==> config.mk <==
export PLATFORM = sky130hd
export DESIGN_NAME = line_hex_escape_codec_unit
export DESIGN_NICKNAME = d
export VERILOG_FILES = /design/src/sv/lhe_pkg.sv /design/src/sv/lhe_cfg.sv /design/src/sv/lhe_front.sv /design/src/sv/lhe_line_buf.sv /design/src/sv/lhe_back.sv /design/src/sv/line_hex_escape_codec_unit.sv
export SDC_FILE = /design/constraint.sdc
export NUM_CORES = 2
export LEC_CHECK = 0
export BUFFER_PORTS_ARGS = -buffer_cell sky130_fd_sc_hd__buf_2
export CORE_MARGIN = 4
export CORE_UTILIZATION = 56
export DETAILED_ROUTE_END_ITERATION = 16
export HOLD_SLACK_MARGIN = 0.15
export PLACE_DENSITY_LB_ADDON = 0.25
export REMOVE_ABC_BUFFERS = 1
export SYNTH_ARGS = -nofsm -noshare
export SYNTH_HDL_FRONTEND = slang
export SYNTH_SLANG_ARGS = --single-unit
==> constraint.sdc <==
create_clock -name i_clk -period 8.15 [get_ports i_clk]
set_input_delay 1.2225 -clock i_clk [delete_from_list [all_inputs] [get_ports i_clk]]
set_output_delay 1.2225 -clock i_clk [all_outputs]
set_load 0.005 [all_outputs]
==> src/sv/lhe_pkg.sv <==
// ----------------------------------------------------------------------------
// lhe_pkg: shared definitions of the line hex escape codec
// Payload types, character constants, register indexes and the small
// character helpers used by the front, the back and the register file.
// ----------------------------------------------------------------------------
package lhe_pkg;

    // Default line store depth and the width of a line length in a descriptor.
    localparam int LINE_MAX_DEF = 64;
    localparam int LEN_W        = 8;

    // Hex form framing: "$HEX[" before the digits, "]" after them.
    localparam int PREFIX_LEN   = 5;
    localparam int HEX_WRAP_LEN = 6;

    localparam logic [7:0] CH_LF       = 8'h0a;
    localparam logic [7:0] CH_CR       = 8'h0d;
    localparam logic [7:0] CH_DOLLAR   = 8'h24;
    localparam logic [7:0] CH_H        = 8'h48;
    localparam logic [7:0] CH_E        = 8'h45;
    localparam logic [7:0] CH_X        = 8'h58;
    localparam logic [7:0] CH_LBRACKET = 8'h5b;
    localparam logic [7:0] CH_RBRACKET = 8'h5d;
    localparam logic [7:0] CH_ZERO     = 8'h30;
    localparam logic [7:0] CH_A_LOWER  = 8'h61;

    // Configuration port.
    localparam int APB_AW = 6;
    localparam int APB_DW = 64;

    localparam logic [2:0] REG_DECODE_MODE = 3'd0;
    localparam logic [2:0] REG_ESC_MASK_0  = 3'd1;
    localparam logic [2:0] REG_ESC_MASK_1  = 3'd2;
    localparam logic [2:0] REG_ESC_MASK_2  = 3'd3;
    localparam logic [2:0] REG_ESC_MASK_3  = 3'd4;

    localparam logic [63:0] ESC_MASK_0_RST = 64'h0400_0000_FFFF_FFFF;
    localparam logic [63:0] ESC_MASK_1_RST = 64'h8000_0000_0000_0000;
    localparam logic [63:0] ESC_MASK_2_RST = 64'hFFFF_FFFF_FFFF_FFFF;
    localparam logic [63:0] ESC_MASK_3_RST = 64'hFFFF_FFFF_FFFF_FFFF;

    typedef struct packed {
        logic [7:0] data_byte;
        logic       end_of_input;
    } t_in;

    typedef struct packed {
        logic [63:0] out_word;
        logic [3:0]  byte_count;
        logic [7:0]  line_length;
        logic        overflow;
        logic        last_of_line;
    } t_out;

    typedef struct packed {
        logic         decode_mode;
        logic [255:0] esc_mask;
    } t_cfg;

    // One finished line waiting in a line buffer bank.
    typedef struct packed {
        logic             bank;
        logic [LEN_W-1:0] llen;
        logic             trunc;
    } t_desc;

    function automatic logic [7:0] hex_prefix(input logic [2:0] idx);
        logic [7:0] c;
        unique case (idx)
            3'd0:    c = CH_DOLLAR;
            3'd1:    c = CH_H;
            3'd2:    c = CH_E;
            3'd3:    c = CH_X;
            3'd4:    c = CH_LBRACKET;
            default: c = 8'h00;
        endcase
        return c;
    endfunction

    function automatic logic [7:0] hex_char(input logic [3:0] nib);
        logic [7:0] c;
        if (nib < 4'd10) begin
            c = CH_ZERO + {4'd0, nib};
        end else begin
            c = CH_A_LOWER + {4'd0, nib} - 8'd10;
        end
        return c;
    endfunction

    // Returns {valid, value}; letters are accepted in either case.
    function automatic logic [4:0] hex_digit(input logic [7:0] c);
        logic [4:0] d;
        if (c >= 8'h30 && c <= 8'h39) begin
            d = {1'b1, c[3:0]};
        end else if ((c >= 8'h61 && c <= 8'h66) || (c >= 8'h41 && c <= 8'h46)) begin
            d = {1'b1, c[3:0] + 4'd9};
        end else begin
            d = 5'd0;
        end
        return d;
    endfunction

endpackage

==> src/sv/lhe_cfg.sv <==
// ----------------------------------------------------------------------------
// lhe_cfg: configuration register file
// Holds the mode bit and the four escape mask words behind an APB-style
// port with no wait states.
// ----------------------------------------------------------------------------
module lhe_cfg (
    input  logic                       i_clk,
    input  logic                       i_rst_n,
    input  logic                       i_psel,
    input  logic                       i_penable,
    input  logic                       i_pwrite,
    input  logic [lhe_pkg::APB_AW-1:0] i_paddr,
    input  logic [lhe_pkg::APB_DW-1:0] i_pwdata,
    output logic [lhe_pkg::APB_DW-1:0] o_prdata,
    output logic                       o_pready,
    output lhe_pkg::t_cfg              o_cfg
);
    import lhe_pkg::*;

    logic        r_decode_mode;
    logic [63:0] r_mask0, r_mask1, r_mask2, r_mask3;
    logic [2:0]  reg_idx;
    logic        wr;

    assign reg_idx  = i_paddr[APB_AW-1:3];
    assign wr       = i_psel && i_penable && i_pwrite;
    assign o_pready = 1'b1;

    always_ff @(posedge i_clk) begin
        if (!i_rst_n) begin
            r_decode_mode <= 1'b0;
            r_mask0       <= ESC_MASK_0_RST;
            r_mask1       <= ESC_MASK_1_RST;
            r_mask2       <= ESC_MASK_2_RST;
            r_mask3       <= ESC_MASK_3_RST;
        end else if (wr) begin
            unique case (reg_idx)
                REG_DECODE_MODE: r_decode_mode <= i_pwdata[0];
                REG_ESC_MASK_0:  r_mask0 <= i_pwdata;
                REG_ESC_MASK_1:  r_mask1 <= i_pwdata;
                REG_ESC_MASK_2:  r_mask2 <= i_pwdata;
                REG_ESC_MASK_3:  r_mask3 <= i_pwdata;
                default: ;
            endcase
        end
    end

    always_comb begin
        unique case (reg_idx)
            REG_DECODE_MODE: o_prdata = {{(APB_DW-1){1'b0}}, r_decode_mode};
            REG_ESC_MASK_0:  o_prdata = r_mask0;
            REG_ESC_MASK_1:  o_prdata = r_mask1;
            REG_ESC_MASK_2:  o_prdata = r_mask2;
            REG_ESC_MASK_3:  o_prdata = r_mask3;
            default:         o_prdata = '0;
        endcase
    end

    assign o_cfg.decode_mode = r_decode_mode;
    assign o_cfg.esc_mask    = {r_mask3, r_mask2, r_mask1, r_mask0};

endmodule

==> src/sv/lhe_front.sv <==
// ----------------------------------------------------------------------------
// lhe_front: byte intake and line framing
// Writes incoming bytes into the current line buffer bank, drops bytes past
// the line limit and hands each finished line on as a descriptor.
// ----------------------------------------------------------------------------
module lhe_front #(
    parameter int LINE_MAX = lhe_pkg::LINE_MAX_DEF
) (
    input  logic                       i_clk,
    input  logic                       i_rst_n,
    input  logic                       i_push,
    output logic                       o_full,
    input  lhe_pkg::t_in               i_item,
    output logic                       o_we,
    output logic [$clog2(LINE_MAX):0]  o_waddr,
    output logic [7:0]                 o_wdata,
    output logic                       o_q_push,
    output lhe_pkg::t_desc             o_q_desc,
    input  logic                       i_q_full
);
    import lhe_pkg::*;

    localparam int W_FILL = $clog2(LINE_MAX + 1);
    localparam int W_IDX  = $clog2(LINE_MAX);

    logic [W_FILL-1:0] r_fill;
    logic              r_trunc;
    logic              r_wbank;
    logic [7:0]        r_last;

    logic              accept, is_nl, is_data, has_room, line_end, drop_cr;
    logic [W_FILL-1:0] llen;

    assign o_full   = i_q_full;
    assign accept   = i_push && !i_q_full;
    assign is_nl    = !i_item.end_of_input && (i_item.data_byte == CH_LF);
    assign is_data  = accept && !i_item.end_of_input && !is_nl;
    assign has_room = r_fill < W_FILL'(LINE_MAX);
    assign line_end = accept && (is_nl || (i_item.end_of_input && r_fill != '0));

    // A carriage return as the last stored byte is not part of the line.
    assign drop_cr  = (r_fill != '0) && (r_last == CH_CR);
    assign llen     = r_fill - W_FILL'(drop_cr);

    assign o_we     = is_data && has_room;
    assign o_waddr  = {r_wbank, r_fill[W_IDX-1:0]};
    assign o_wdata  = i_item.data_byte;

    assign o_q_push       = line_end;
    assign o_q_desc.bank  = r_wbank;
    assign o_q_desc.llen  = LEN_W'(llen);
    assign o_q_desc.trunc = r_trunc;

    always_ff @(posedge i_clk) begin
        if (!i_rst_n) begin
            r_fill  <= '0;
            r_trunc <= 1'b0;
            r_wbank <= 1'b0;
        end else if (line_end) begin
            r_fill  <= '0;
            r_trunc <= 1'b0;
            r_wbank <= !r_wbank;
        end else if (is_data) begin
            if (has_room) begin
                r_fill <= r_fill + W_FILL'(1);
            end else begin
                r_trunc <= 1'b1;
            end
        end
    end

    always_ff @(posedge i_clk) begin
        if (o_we) begin
            r_last <= i_item.data_byte;
        end
    end

endmodule

==> src/sv/lhe_line_buf.sv <==
// ----------------------------------------------------------------------------
// lhe_line_buf: two-bank line memory and line descriptor queue
// The front fills one bank while the back reads the other; the two-entry
// descriptor queue tracks which banks hold finished lines.
// ----------------------------------------------------------------------------
module lhe_line_buf #(
    parameter int LINE_MAX = lhe_pkg::LINE_MAX_DEF
) (
    input  logic                       i_clk,
    input  logic                       i_rst_n,
    input  logic                       i_we,
    input  logic [$clog2(LINE_MAX):0]  i_waddr,
    input  logic [7:0]                 i_wdata,
    input  logic                       i_re,
    input  logic [$clog2(LINE_MAX):0]  i_raddr,
    output logic [7:0]                 o_rdata,
    input  logic                       i_q_push,
    input  lhe_pkg::t_desc             i_q_desc,
    output logic                       o_q_full,
    output logic                       o_q_valid,
    output lhe_pkg::t_desc             o_q_desc,
    input  logic                       i_q_pop
);
    import lhe_pkg::*;

    localparam int AW = $clog2(LINE_MAX) + 1;

    logic [7:0] r_mem [0:(1 << AW)-1];
    logic [7:0] r_rdata;
    t_desc      r_q [0:1];
    logic       r_qwp, r_qrp;
    logic [1:0] r_qcnt;

    always_ff @(posedge i_clk) begin
        if (i_we) begin
            r_mem[i_waddr] <= i_wdata;
        end
    end

    always_ff @(posedge i_clk) begin
        if (i_re) begin
            r_rdata <= r_mem[i_raddr];
        end
    end

    assign o_rdata = r_rdata;

    always_ff @(posedge i_clk) begin
        if (i_q_push) begin
            r_q[r_qwp] <= i_q_desc;
        end
    end

    always_ff @(posedge i_clk) begin
        if (!i_rst_n) begin
            r_qwp  <= 1'b0;
            r_qrp  <= 1'b0;
            r_qcnt <= 2'd0;
        end else begin
            if (i_q_push) begin
                r_qwp <= !r_qwp;
            end
            if (i_q_pop) begin
                r_qrp <= !r_qrp;
            end
            r_qcnt <= r_qcnt + {1'b0, i_q_push} - {1'b0, i_q_pop};
        end
    end

    assign o_q_full  = (r_qcnt == 2'd2);
    assign o_q_valid = (r_qcnt != 2'd0);
    assign o_q_desc  = r_q[r_qrp];

    a_no_push_when_full: assert property (@(posedge i_clk) disable iff (!i_rst_n)
        i_q_push |-> (r_qcnt != 2'd2))
        else $error("line descriptor pushed into a full queue");

    a_no_pop_when_empty: assert property (@(posedge i_clk) disable iff (!i_rst_n)
        i_q_pop |-> (r_qcnt != 2'd0))
        else $error("line descriptor popped from an empty queue");

    // The bank being filled must never be the one the back is still reading.
    a_bank_disjoint: assert property (@(posedge i_clk) disable iff (!i_rst_n)
        (i_we && r_qcnt != 2'd0) |-> (i_waddr[AW-1] != r_q[r_qrp].bank))
        else $error("write into a bank that holds a queued line");

endmodule

==> src/sv/lhe_back.sv <==
// ----------------------------------------------------------------------------
// lhe_back: line scan, encode or decode, and word packing
// Scans the oldest finished line to work out its output length, then
// produces the output one byte per step, packs bytes into 8-byte words and
// queues the words for the receiver.
// ----------------------------------------------------------------------------
module lhe_back #(
    parameter int LINE_MAX = lhe_pkg::LINE_MAX_DEF
) (
    input  logic                       i_clk,
    input  logic                       i_rst_n,
    input  lhe_pkg::t_cfg              i_cfg,
    input  logic                       i_q_valid,
    input  lhe_pkg::t_desc             i_q_desc,
    output logic                       o_q_pop,
    output logic                       o_re,
    output logic [$clog2(LINE_MAX):0]  o_raddr,
    input  logic [7:0]                 i_rdata,
    output logic                       o_empty,
    input  logic                       i_pop,
    output lhe_pkg::t_out              o_result
);
    import lhe_pkg::*;

    localparam int W_FILL = $clog2(LINE_MAX + 1);
    localparam int W_IDX  = $clog2(LINE_MAX);
    localparam int W_KEYC = $clog2(2 * LINE_MAX + HEX_WRAP_LEN + 1);
    localparam int W_KEY  = (W_KEYC > LEN_W) ? W_KEYC : LEN_W;

    localparam logic [3:0] S_IDLE  = 4'd0;
    localparam logic [3:0] S_SCAN  = 4'd1;
    localparam logic [3:0] S_PFX   = 4'd2;
    localparam logic [3:0] S_FETCH = 4'd3;
    localparam logic [3:0] S_PLAIN = 4'd4;
    localparam logic [3:0] S_HI    = 4'd5;
    localparam logic [3:0] S_LO    = 4'd6;
    localparam logic [3:0] S_CLOSE = 4'd7;
    localparam logic [3:0] S_DHI   = 4'd8;
    localparam logic [3:0] S_DLO   = 4'd9;
    localparam logic [3:0] S_NL    = 4'd10;

    localparam logic [1:0] M_PLAIN  = 2'd0;
    localparam logic [1:0] M_HEXENC = 2'd1;
    localparam logic [1:0] M_HEXDEC = 2'd2;

    logic [3:0]        r_state, n_state;
    logic [1:0]        r_mode, n_mode;
    logic [W_FILL-1:0] r_idx, n_idx;
    logic              r_dv;
    logic [W_FILL-1:0] r_didx;
    logic              r_esc, n_esc;
    logic              r_pfx_ok, n_pfx_ok;
    logic              r_run, n_run;
    logic              r_hi_ok, n_hi_ok;
    logic [W_FILL-1:0] r_npairs, n_npairs;
    logic [W_KEY-1:0]  r_key, n_key;
    logic [2:0]        r_pcnt, n_pcnt;
    logic [3:0]        r_hi, n_hi;

    logic [63:0]       r_word, w_merged;
    logic [2:0]        r_cnt;

    t_out              r_fq [0:1];
    logic              r_fwp, r_frp;
    logic [1:0]        r_fcnt;

    logic [W_FILL-1:0] llen;
    logic [4:0]        dig;
    logic              rd_en;
    logic              gen_valid, gen_last, gen_take, word_done, f_full, f_push, f_pop;
    logic [7:0]        gen_byte;
    t_out              f_entry;

    assign llen    = W_FILL'(i_q_desc.llen);
    assign dig     = hex_digit(i_rdata);
    assign o_re    = rd_en;
    assign o_raddr = {i_q_desc.bank, r_idx[W_IDX-1:0]};

    // Output byte of the current step.
    always_comb begin
        gen_valid = 1'b0;
        gen_last  = 1'b0;
        gen_byte  = 8'h00;
        unique case (r_state)
            S_PFX: begin
                gen_valid = 1'b1;
                gen_byte  = hex_prefix(r_pcnt);
            end
            S_PLAIN: begin
                gen_valid = 1'b1;
                gen_byte  = i_rdata;
            end
            S_HI: begin
                gen_valid = 1'b1;
                gen_byte  = hex_char(i_rdata[7:4]);
            end
            S_LO: begin
                gen_valid = 1'b1;
                gen_byte  = hex_char(i_rdata[3:0]);
            end
            S_CLOSE: begin
                gen_valid = 1'b1;
                gen_byte  = CH_RBRACKET;
            end
            S_DLO: begin
                gen_valid = 1'b1;
                gen_byte  = {r_hi, dig[3:0]};
            end
            S_NL: begin
                gen_valid = 1'b1;
                gen_last  = 1'b1;
                gen_byte  = CH_LF;
            end
            default: ;
        endcase
    end

    assign word_done = gen_last || (r_cnt == 3'd7);
    assign gen_take  = gen_valid && !(word_done && f_full);
    assign f_push    = gen_take && word_done;

    always_comb begin
        n_state  = r_state;
        n_mode   = r_mode;
        n_idx    = r_idx;
        n_esc    = r_esc;
        n_pfx_ok = r_pfx_ok;
        n_run    = r_run;
        n_hi_ok  = r_hi_ok;
        n_npairs = r_npairs;
        n_key    = r_key;
        n_pcnt   = r_pcnt;
        n_hi     = r_hi;
        rd_en    = 1'b0;
        o_q_pop  = 1'b0;
        unique case (r_state)
            S_IDLE: begin
                if (i_q_valid) begin
                    n_state  = S_SCAN;
                    n_idx    = '0;
                    n_esc    = 1'b0;
                    n_pfx_ok = 1'b1;
                    n_run    = 1'b1;
                    n_hi_ok  = 1'b0;
                    n_npairs = '0;
                end
            end
            S_SCAN: begin
                if (r_idx < llen) begin
                    rd_en = 1'b1;
                    n_idx = r_idx + W_FILL'(1);
                end
                // Read data arrives in the cycle after its address; r_didx tracks it.
                if (r_dv) begin
                    n_esc = r_esc | i_cfg.esc_mask[i_rdata];
                    if (r_didx < W_FILL'(PREFIX_LEN)) begin
                        n_pfx_ok = r_pfx_ok && (i_rdata == hex_prefix(r_didx[2:0]));
                    end else if (r_didx[0]) begin
                        n_hi_ok = dig[4];
                    end else if (r_run && r_hi_ok && dig[4]) begin
                        n_npairs = r_npairs + W_FILL'(1);
                    end else begin
                        n_run = 1'b0;
                    end
                end
                if (r_idx == llen && !r_dv) begin
                    n_idx  = '0;
                    n_mode = M_PLAIN;
                    n_key  = W_KEY'(llen);
                    n_state = (llen == '0) ? S_NL : S_FETCH;
                    if (i_cfg.decode_mode) begin
                        if (llen >= W_FILL'(PREFIX_LEN) && r_pfx_ok) begin
                            n_mode  = M_HEXDEC;
                            n_key   = W_KEY'(r_npairs);
                            n_idx   = W_FILL'(PREFIX_LEN);
                            n_state = (r_npairs == '0) ? S_NL : S_FETCH;
                        end
                    end else if (r_esc) begin
                        n_mode  = M_HEXENC;
                        n_key   = W_KEY'({llen, 1'b0}) + W_KEY'(HEX_WRAP_LEN);
                        n_pcnt  = 3'd0;
                        n_state = S_PFX;
                    end
                end
            end
            S_PFX: begin
                if (gen_take) begin
                    if (r_pcnt == 3'(PREFIX_LEN - 1)) begin
                        n_state = (llen == '0) ? S_CLOSE : S_FETCH;
                    end else begin
                        n_pcnt = r_pcnt + 3'd1;
                    end
                end
            end
            S_FETCH: begin
                rd_en = 1'b1;
                n_idx = r_idx + W_FILL'(1);
                case (r_mode)
                    M_HEXENC: n_state = S_HI;
                    M_HEXDEC: n_state = S_DHI;
                    default:  n_state = S_PLAIN;
                endcase
            end
            S_PLAIN: begin
                if (gen_take) begin
                    if (r_idx < llen) begin
                        rd_en = 1'b1;
                        n_idx = r_idx + W_FILL'(1);
                    end else begin
                        n_state = S_NL;
                    end
                end
            end
            S_HI: begin
                if (gen_take) begin
                    n_state = S_LO;
                end
            end
            S_LO: begin
                if (gen_take) begin
                    if (r_idx < llen) begin
                        rd_en   = 1'b1;
                        n_idx   = r_idx + W_FILL'(1);
                        n_state = S_HI;
                    end else begin
                        n_state = S_CLOSE;
                    end
                end
            end
            S_CLOSE: begin
                if (gen_take) begin
                    n_state = S_NL;
                end
            end
            S_DHI: begin
                n_hi    = dig[3:0];
                rd_en   = 1'b1;
                n_idx   = r_idx + W_FILL'(1);
                n_state = S_DLO;
            end
            S_DLO: begin
                if (gen_take) begin
                    n_npairs = r_npairs - W_FILL'(1);
                    if (r_npairs == W_FILL'(1)) begin
                        n_state = S_NL;
                    end else begin
                        rd_en   = 1'b1;
                        n_idx   = r_idx + W_FILL'(1);
                        n_state = S_DHI;
                    end
                end
            end
            S_NL: begin
                if (gen_take) begin
                    o_q_pop = 1'b1;
                    n_state = S_IDLE;
                end
            end
            default: n_state = S_IDLE;
        endcase
    end

    always_ff @(posedge i_clk) begin
        if (!i_rst_n) begin
            r_state <= S_IDLE;
            r_dv    <= 1'b0;
        end else begin
            r_state <= n_state;
            r_dv    <= rd_en && (r_state == S_SCAN);
        end
    end

    always_ff @(posedge i_clk) begin
        r_mode   <= n_mode;
        r_idx    <= n_idx;
        r_didx   <= r_idx;
        r_esc    <= n_esc;
        r_pfx_ok <= n_pfx_ok;
        r_run    <= n_run;
        r_hi_ok  <= n_hi_ok;
        r_npairs <= n_npairs;
        r_key    <= n_key;
        r_pcnt   <= n_pcnt;
        r_hi     <= n_hi;
    end

    // Word packing: bytes fill lanes from the bottom, unused lanes stay zero.
    always_comb begin
        w_merged = r_word;
        w_merged[{r_cnt, 3'b000} +: 8] = gen_byte;
    end

    always_ff @(posedge i_clk) begin
        if (!i_rst_n) begin
            r_word <= '0;
            r_cnt  <= 3'd0;
        end else if (gen_take) begin
            if (word_done) begin
                r_word <= '0;
                r_cnt  <= 3'd0;
            end else begin
                r_word <= w_merged;
                r_cnt  <= r_cnt + 3'd1;
            end
        end
    end

    assign f_entry.out_word     = w_merged;
    assign f_entry.byte_count   = {1'b0, r_cnt} + 4'd1;
    assign f_entry.line_length  = r_key[LEN_W-1:0];
    assign f_entry.overflow     = i_q_desc.trunc;
    assign f_entry.last_of_line = gen_last;

    assign f_full   = (r_fcnt == 2'd2);
    assign o_empty  = (r_fcnt == 2'd0);
    assign f_pop    = i_pop && !o_empty;
    assign o_result = r_fq[r_frp];

    always_ff @(posedge i_clk) begin
        if (f_push) begin
            r_fq[r_fwp] <= f_entry;
        end
    end

    always_ff @(posedge i_clk) begin
        if (!i_rst_n) begin
            r_fwp  <= 1'b0;
            r_frp  <= 1'b0;
            r_fcnt <= 2'd0;
        end else begin
            if (f_push) begin
                r_fwp <= !r_fwp;
            end
            if (f_pop) begin
                r_frp <= !r_frp;
            end
            r_fcnt <= r_fcnt + {1'b0, f_push} - {1'b0, f_pop};
        end
    end

    a_no_word_overrun: assert property (@(posedge i_clk) disable iff (!i_rst_n)
        f_push |-> (r_fcnt != 2'd2))
        else $error("word pushed into a full output queue");

    a_line_ends_aligned: assert property (@(posedge i_clk) disable iff (!i_rst_n)
        (r_state == S_NL && gen_take) |=> (r_cnt == 3'd0 && r_word == '0))
        else $error("packing register not empty after the end of a line");

    a_read_in_line: assert property (@(posedge i_clk) disable iff (!i_rst_n)
        rd_en |-> (r_idx < llen && i_q_valid))
        else $error("line memory read beyond the stored line");

endmodule

==> src/sv/line_hex_escape_codec_unit.sv <==
// ----------------------------------------------------------------------------
// line_hex_escape_codec_unit: hex escape line codec, top level
// Input bytes arrive on a queue-style port (push/full); a line ends at a
// newline byte, or at an end-of-input word when bytes are pending. Each line
// leaves as one or more 8-byte words on a queue-style port (empty/pop),
// every word carrying the output line length, the overflow flag and a
// last-word marker. Mode and escape masks sit behind an APB-style port.
// Bytes are taken one per cycle while a line buffer bank is free; two banks
// let one line be collected while the previous one is worked on, and full
// rises only while both banks hold finished lines.
// Per line the back first scans the line memory, then fetches the bytes and
// emits the output bytes (a decoded byte needs both of its hex digits read)
// and finally the newline: the single line memory read port and the
// one-byte-per-cycle word packer, which waits while the output queue is
// full, set the pace of each line.
// A two-word output queue lets the back keep going while the receiver holds
// off; once it is full the back waits and the banks fill in turn.
// Reset empties both banks and both queues and loads the default masks.
// ----------------------------------------------------------------------------
module line_hex_escape_codec_unit #(
    parameter int LINE_MAX = lhe_pkg::LINE_MAX_DEF
) (
    input  logic                       i_clk,
    input  logic                       i_rst_n,
    input  logic                       push,
    output logic                       full,
    input  lhe_pkg::t_in               i_item,
    output logic                       empty,
    input  logic                       pop,
    output lhe_pkg::t_out              o_result,
    input  logic                       psel,
    input  logic                       penable,
    input  logic                       pwrite,
    input  logic [lhe_pkg::APB_AW-1:0] paddr,
    input  logic [lhe_pkg::APB_DW-1:0] pwdata,
    output logic [lhe_pkg::APB_DW-1:0] prdata,
    output logic                       pready
);
    import lhe_pkg::*;

    localparam int AW = $clog2(LINE_MAX) + 1;

    t_cfg          cfg;
    logic          we, re, q_push, q_full, q_valid, q_pop;
    logic [AW-1:0] waddr, raddr;
    logic [7:0]    wdata, rdata;
    t_desc         q_in, q_head;

    lhe_cfg u_cfg (
        .i_clk     (i_clk),
        .i_rst_n   (i_rst_n),
        .i_psel    (psel),
        .i_penable (penable),
        .i_pwrite  (pwrite),
        .i_paddr   (paddr),
        .i_pwdata  (pwdata),
        .o_prdata  (prdata),
        .o_pready  (pready),
        .o_cfg     (cfg)
    );

    lhe_front #(.LINE_MAX(LINE_MAX)) u_front (
        .i_clk    (i_clk),
        .i_rst_n  (i_rst_n),
        .i_push   (push),
        .o_full   (full),
        .i_item   (i_item),
        .o_we     (we),
        .o_waddr  (waddr),
        .o_wdata  (wdata),
        .o_q_push (q_push),
        .o_q_desc (q_in),
        .i_q_full (q_full)
    );

    lhe_line_buf #(.LINE_MAX(LINE_MAX)) u_line_buf (
        .i_clk     (i_clk),
        .i_rst_n   (i_rst_n),
        .i_we      (we),
        .i_waddr   (waddr),
        .i_wdata   (wdata),
        .i_re      (re),
        .i_raddr   (raddr),
        .o_rdata   (rdata),
        .i_q_push  (q_push),
        .i_q_desc  (q_in),
        .o_q_full  (q_full),
        .o_q_valid (q_valid),
        .o_q_desc  (q_head),
        .i_q_pop   (q_pop)
    );

    lhe_back #(.LINE_MAX(LINE_MAX)) u_back (
        .i_clk     (i_clk),
        .i_rst_n   (i_rst_n),
        .i_cfg     (cfg),
        .i_q_valid (q_valid),
        .i_q_desc  (q_head),
        .o_q_pop   (q_pop),
        .o_re      (re),
        .o_raddr   (raddr),
        .i_rdata   (rdata),
        .o_empty   (empty),
        .i_pop     (pop),
        .o_result  (o_result)
    );

endmodule
==> summary.md <==
| Metric | Value |
|---|---|
| Status | `finished clean` |
| Critical path buffers and inverters | `3` |
| Worst EP required | `8530 ps` |
| Cell mode on critical path | `buf_4` |
| Peak supply drop | `0.3312 mV` |
| Postcts setup bufs | `0` |
| DR vias | `39,232` |
| Max-Cap Viols | `0` |
| Later-pin clock latency in the skew report | `770 ps` |
| Setup crit start kind | `primary input` |
| Worst Tran Pin Value | `1261 ps` |
| Num CTS Buffers | `162` |
| Sw frac | `0.2905` |
| FF+latch area | `0.04462 mm^2` |
| Top cells by area, synth | `edfxtp_1 (56%), mux4_2 (12%), dfxtp_1 (11%)` |
| Most instantiated library cell after synthesis | `edfxtp_1` |
| Grt met2 use | `0.4080` |
| DIE HEIGHT | `352.7 um` |
| Largest net degree at the start of global routing | `204` |
| # H-tree levels | `4` |
| Sw power | `6.337 mW` |
| Max transition margin | `0.1592` |
| Post-synth top area share | `0.5636` |
| CP arrival | `4880 ps` |
| Mapped Area | `0.06655 mm^2` |
| Setup-failing EPs final | `0` |
| Layout Cells excl Fill | `6,246` |
| Critical Path, Cell by Cell | `buf_4 > nor4_1 > nand2_1 > nor4b_2 > buf_4 > nand4_1 > buf_4 > nor2_1` |
| Worst hold slack | `438.1 ps` |
| Vias in the first global route | `38,509` |
| # fillers | `8,518` |
| Async SR Flop Fraction | `0` |
| Initial antenna violation count | `8` |
| Row count | `126` |
| Initial Util | `0.5636` |
| Synth Flop Type | `edfxtp_1` |
| Met1 Resource Use GR | `0.3525` |
| Worst-path clk slew | `60 ps` |
| Distinct cell type count after synthesis | `78` |
| Post-layout util | `0.6282` |
| CTS Buffer Depth | `3` |
| Syn avg cell area | `15.08 um^2` |
| Area of the multi-input gates | `0.02068 mm^2` |
| RSZ-0062 raised after global routing | `false` |
| Final hold viol count | `0` |
| Fin crit period | `4507 ps` |
| Slowest CP cell | `nand4_1` |
| Area leader, netlist | `edfxtp_1` |
| CTS sink cnt | `1,604` |
| # DRC | `0` |
| Vias per cell | `6.281` |
| Leakage | `24.88 nW` |
| Gr ovfl total | `0` |
| Ys Warns | `0` |
| Int Pwr | `15.48 mW` |
| CP max FO | `63` |
| Final instance area | `0.07418 mm^2` |
| Die X | `352.7 um` |
| Seq pwr share | `0.426` |
| PD cells | `294.1 mW/mm^2` |
| Post-CTS Resized | `0` |
| CP peak stage delay | `920 ps` |
| Commonest cells post-synth | `edfxtp_1 (1,249), nand2_1 (673), mux4_2 (369), dfxtp_1 (355), nor2_1 (227)` |
| Skew final | `28.62 ps` |
| Fin Setup TNS | `0 ps` |
| Average wire per standard cell | `25.38 um` |
| Fin crit share | `0.5530` |
| Core ar. | `0.1181 mm^2` |
| Clock power frac | `0.326` |
| Drt initial violations | `4,076` |
| Share of cells above drive strength 1 | `0.2156` |
| Top cell family by delay on the critical path | `simple AND/OR/NAND/NOR gates` |
| Inst Count DP | `5,941` |
| EDFF count, synth | `1,249` |
| Layout area overhead | `11.46%` |
| Cell count after synthesis | `4,412` |
| Tot GR Track Use | `0.2536` |
| Met3 Track Usage GR | `0.05180` |
| Post-DP Area | `0.06908 mm^2` |
| Input/output buffers | `226` |
| Number of routed nets with antenna violations | `0` |
| Yosys reg bits | `1,604` |
| Cts hold-fix bufs | `0` |
| Peak Freq | `221.9 MHz` |
| Final slew viol count | `0` |
| Routed wire length | `158,500 um` |
| Worst Hold Class | `reg -> reg` |
| Die area | `0.1244 mm^2` |
| CTS tree | `built` |
| Logic pwr share | `0.248` |
| Post-synthesis sequential area ratio | `0.6703` |
| CP Class | `in -> reg` |
| Top-level I/O count | `231` |
| Final #Nets | `4,690` |
| Global route hottest layer | `met2` |
| CTS root buffer | `clkbuf_16` |
| Critical Path End Type | `register` |
| TritonRoute pass-1 iters | `8` |
| First-pass GRT wire length | `242,300 um` |
| GP Congestion | `0.8562` |
| Final HPWL DP | `94,040 um` |
worst paths after layout:
path | start | end | slack, ps | depth (start not counted)
max | i_item[8] | u_line_buf.r_mem[47][1]$_DFFE_PP_ | 3640 | 8
min | u_back.r_key[6]$_DFFE_PP_ | u_back.r_fq[0][8]$_DFFE_PP_ | 440 | 0
max reg2reg | u_line_buf.o_rdata[0]$_DFFE_PP_ | u_back.r_esc$_SDFFCE_PN0P_ | 3970 | 9
min reg2reg | u_back.r_key[6]$_DFFE_PP_ | u_back.r_fq[0][8]$_DFFE_PP_ | 440 | 0
cell usage in the layout (no fill, tap or decap), drive strengths merged, types with 95 or more instances in the layout:
cell type	n
edfxtp	1249
nand2	673
mux4	369
dfxtp	355
buf	289
nor2	227
clkbuf	224
nand3	182
a22oi	181
a21boi	96
mux2	95
sequential cells by signal, indices dropped and copies added, names as in the netlist, 2 cells and up, named ones only:
name / cells
u_back.r_fcnt: 2
u_cfg.r_mask0: 64
u_back.r_mode: 2
u_cfg.r_mask1: 64
u_line_buf.r_qcnt: 2
u_back.r_fq: 156
u_front.r_last: 8
u_line_buf.r_mem: 1024
u_cfg.r_mask3: 64
u_cfg.r_mask2: 64
u_back.r_pcnt: 3
u_back.r_word: 64
u_line_buf.o_rdata: 8
u_line_buf.r_q: 18
u_back.r_state: 4
u_back.r_didx: 7
u_back.r_cnt: 3
u_back.r_idx: 7
u_back.r_npairs: 7
u_back.r_hi: 4
u_back.r_key: 8
u_front.r_fill: 7
per-stage QoR:
step / worst slack (ps) / power [mW]
detailed placement: 2943 / 14.87
floorplan: -3601 / 13.86
finish: 3643 / 21.82
CTS: 3744 / 21.94
global route: 3472 / 22.66
global placement: 2958 / 14.80
area by class of cell:
type,count,share of cell area
clock inverter,70,0.007522
tap,1536,0.02591
timing repair buffer,290,0.02296
inverter,43,0.002176
clock buffer,223,0.06080
multi-input combinational,2468,0.2788
sequential,1604,0.6014
antenna,12,0.0004048
power groups by stage:
stage	clock network [mW]	logic [mW]	registers (mW)
3_3_place_gp	0	5.35	9.45
5_1_grt	7.59	5.77	9.31
3_5_place_dp	0	5.42	9.46
2_1_floorplan	0	3.87	9.99
4_1_cts	7.22	5.44	9.29
6_report	7.12	5.40	9.29
metal layers:
layer / part of all wire / vias to the layer above
met1: 0.40 / 19841
met2: 0.48 / 1758
met4: 0.029 / 4
met5: 0.00017 / -
li1: - / 17347
met3: 0.082 / 282
cell families (layout without fill, tap and decap cells):
| family | Yosys count | after routing | share of synthesized area |
|---|---|---|---|
| buffers and inverters | 340 | 626 | 0.02047 |
| AO/OA/AOI/OAI | 581 | 581 | 0.06168 |
| multiplexers | 539 | 539 | 0.1527 |
| XOR/XNOR | 33 | 33 | 0.004343 |
| AND/OR/NAND/NOR | 1279 | 1279 | 0.08385 |
| flip-flops | 1604 | 1604 | 0.6703 |
| other | 1 | 13 | 0.00005635 |
| adder cells (fa/ha/maj) | 35 | 35 | 0.006580 |
Power figures use the tool's default switching activity.
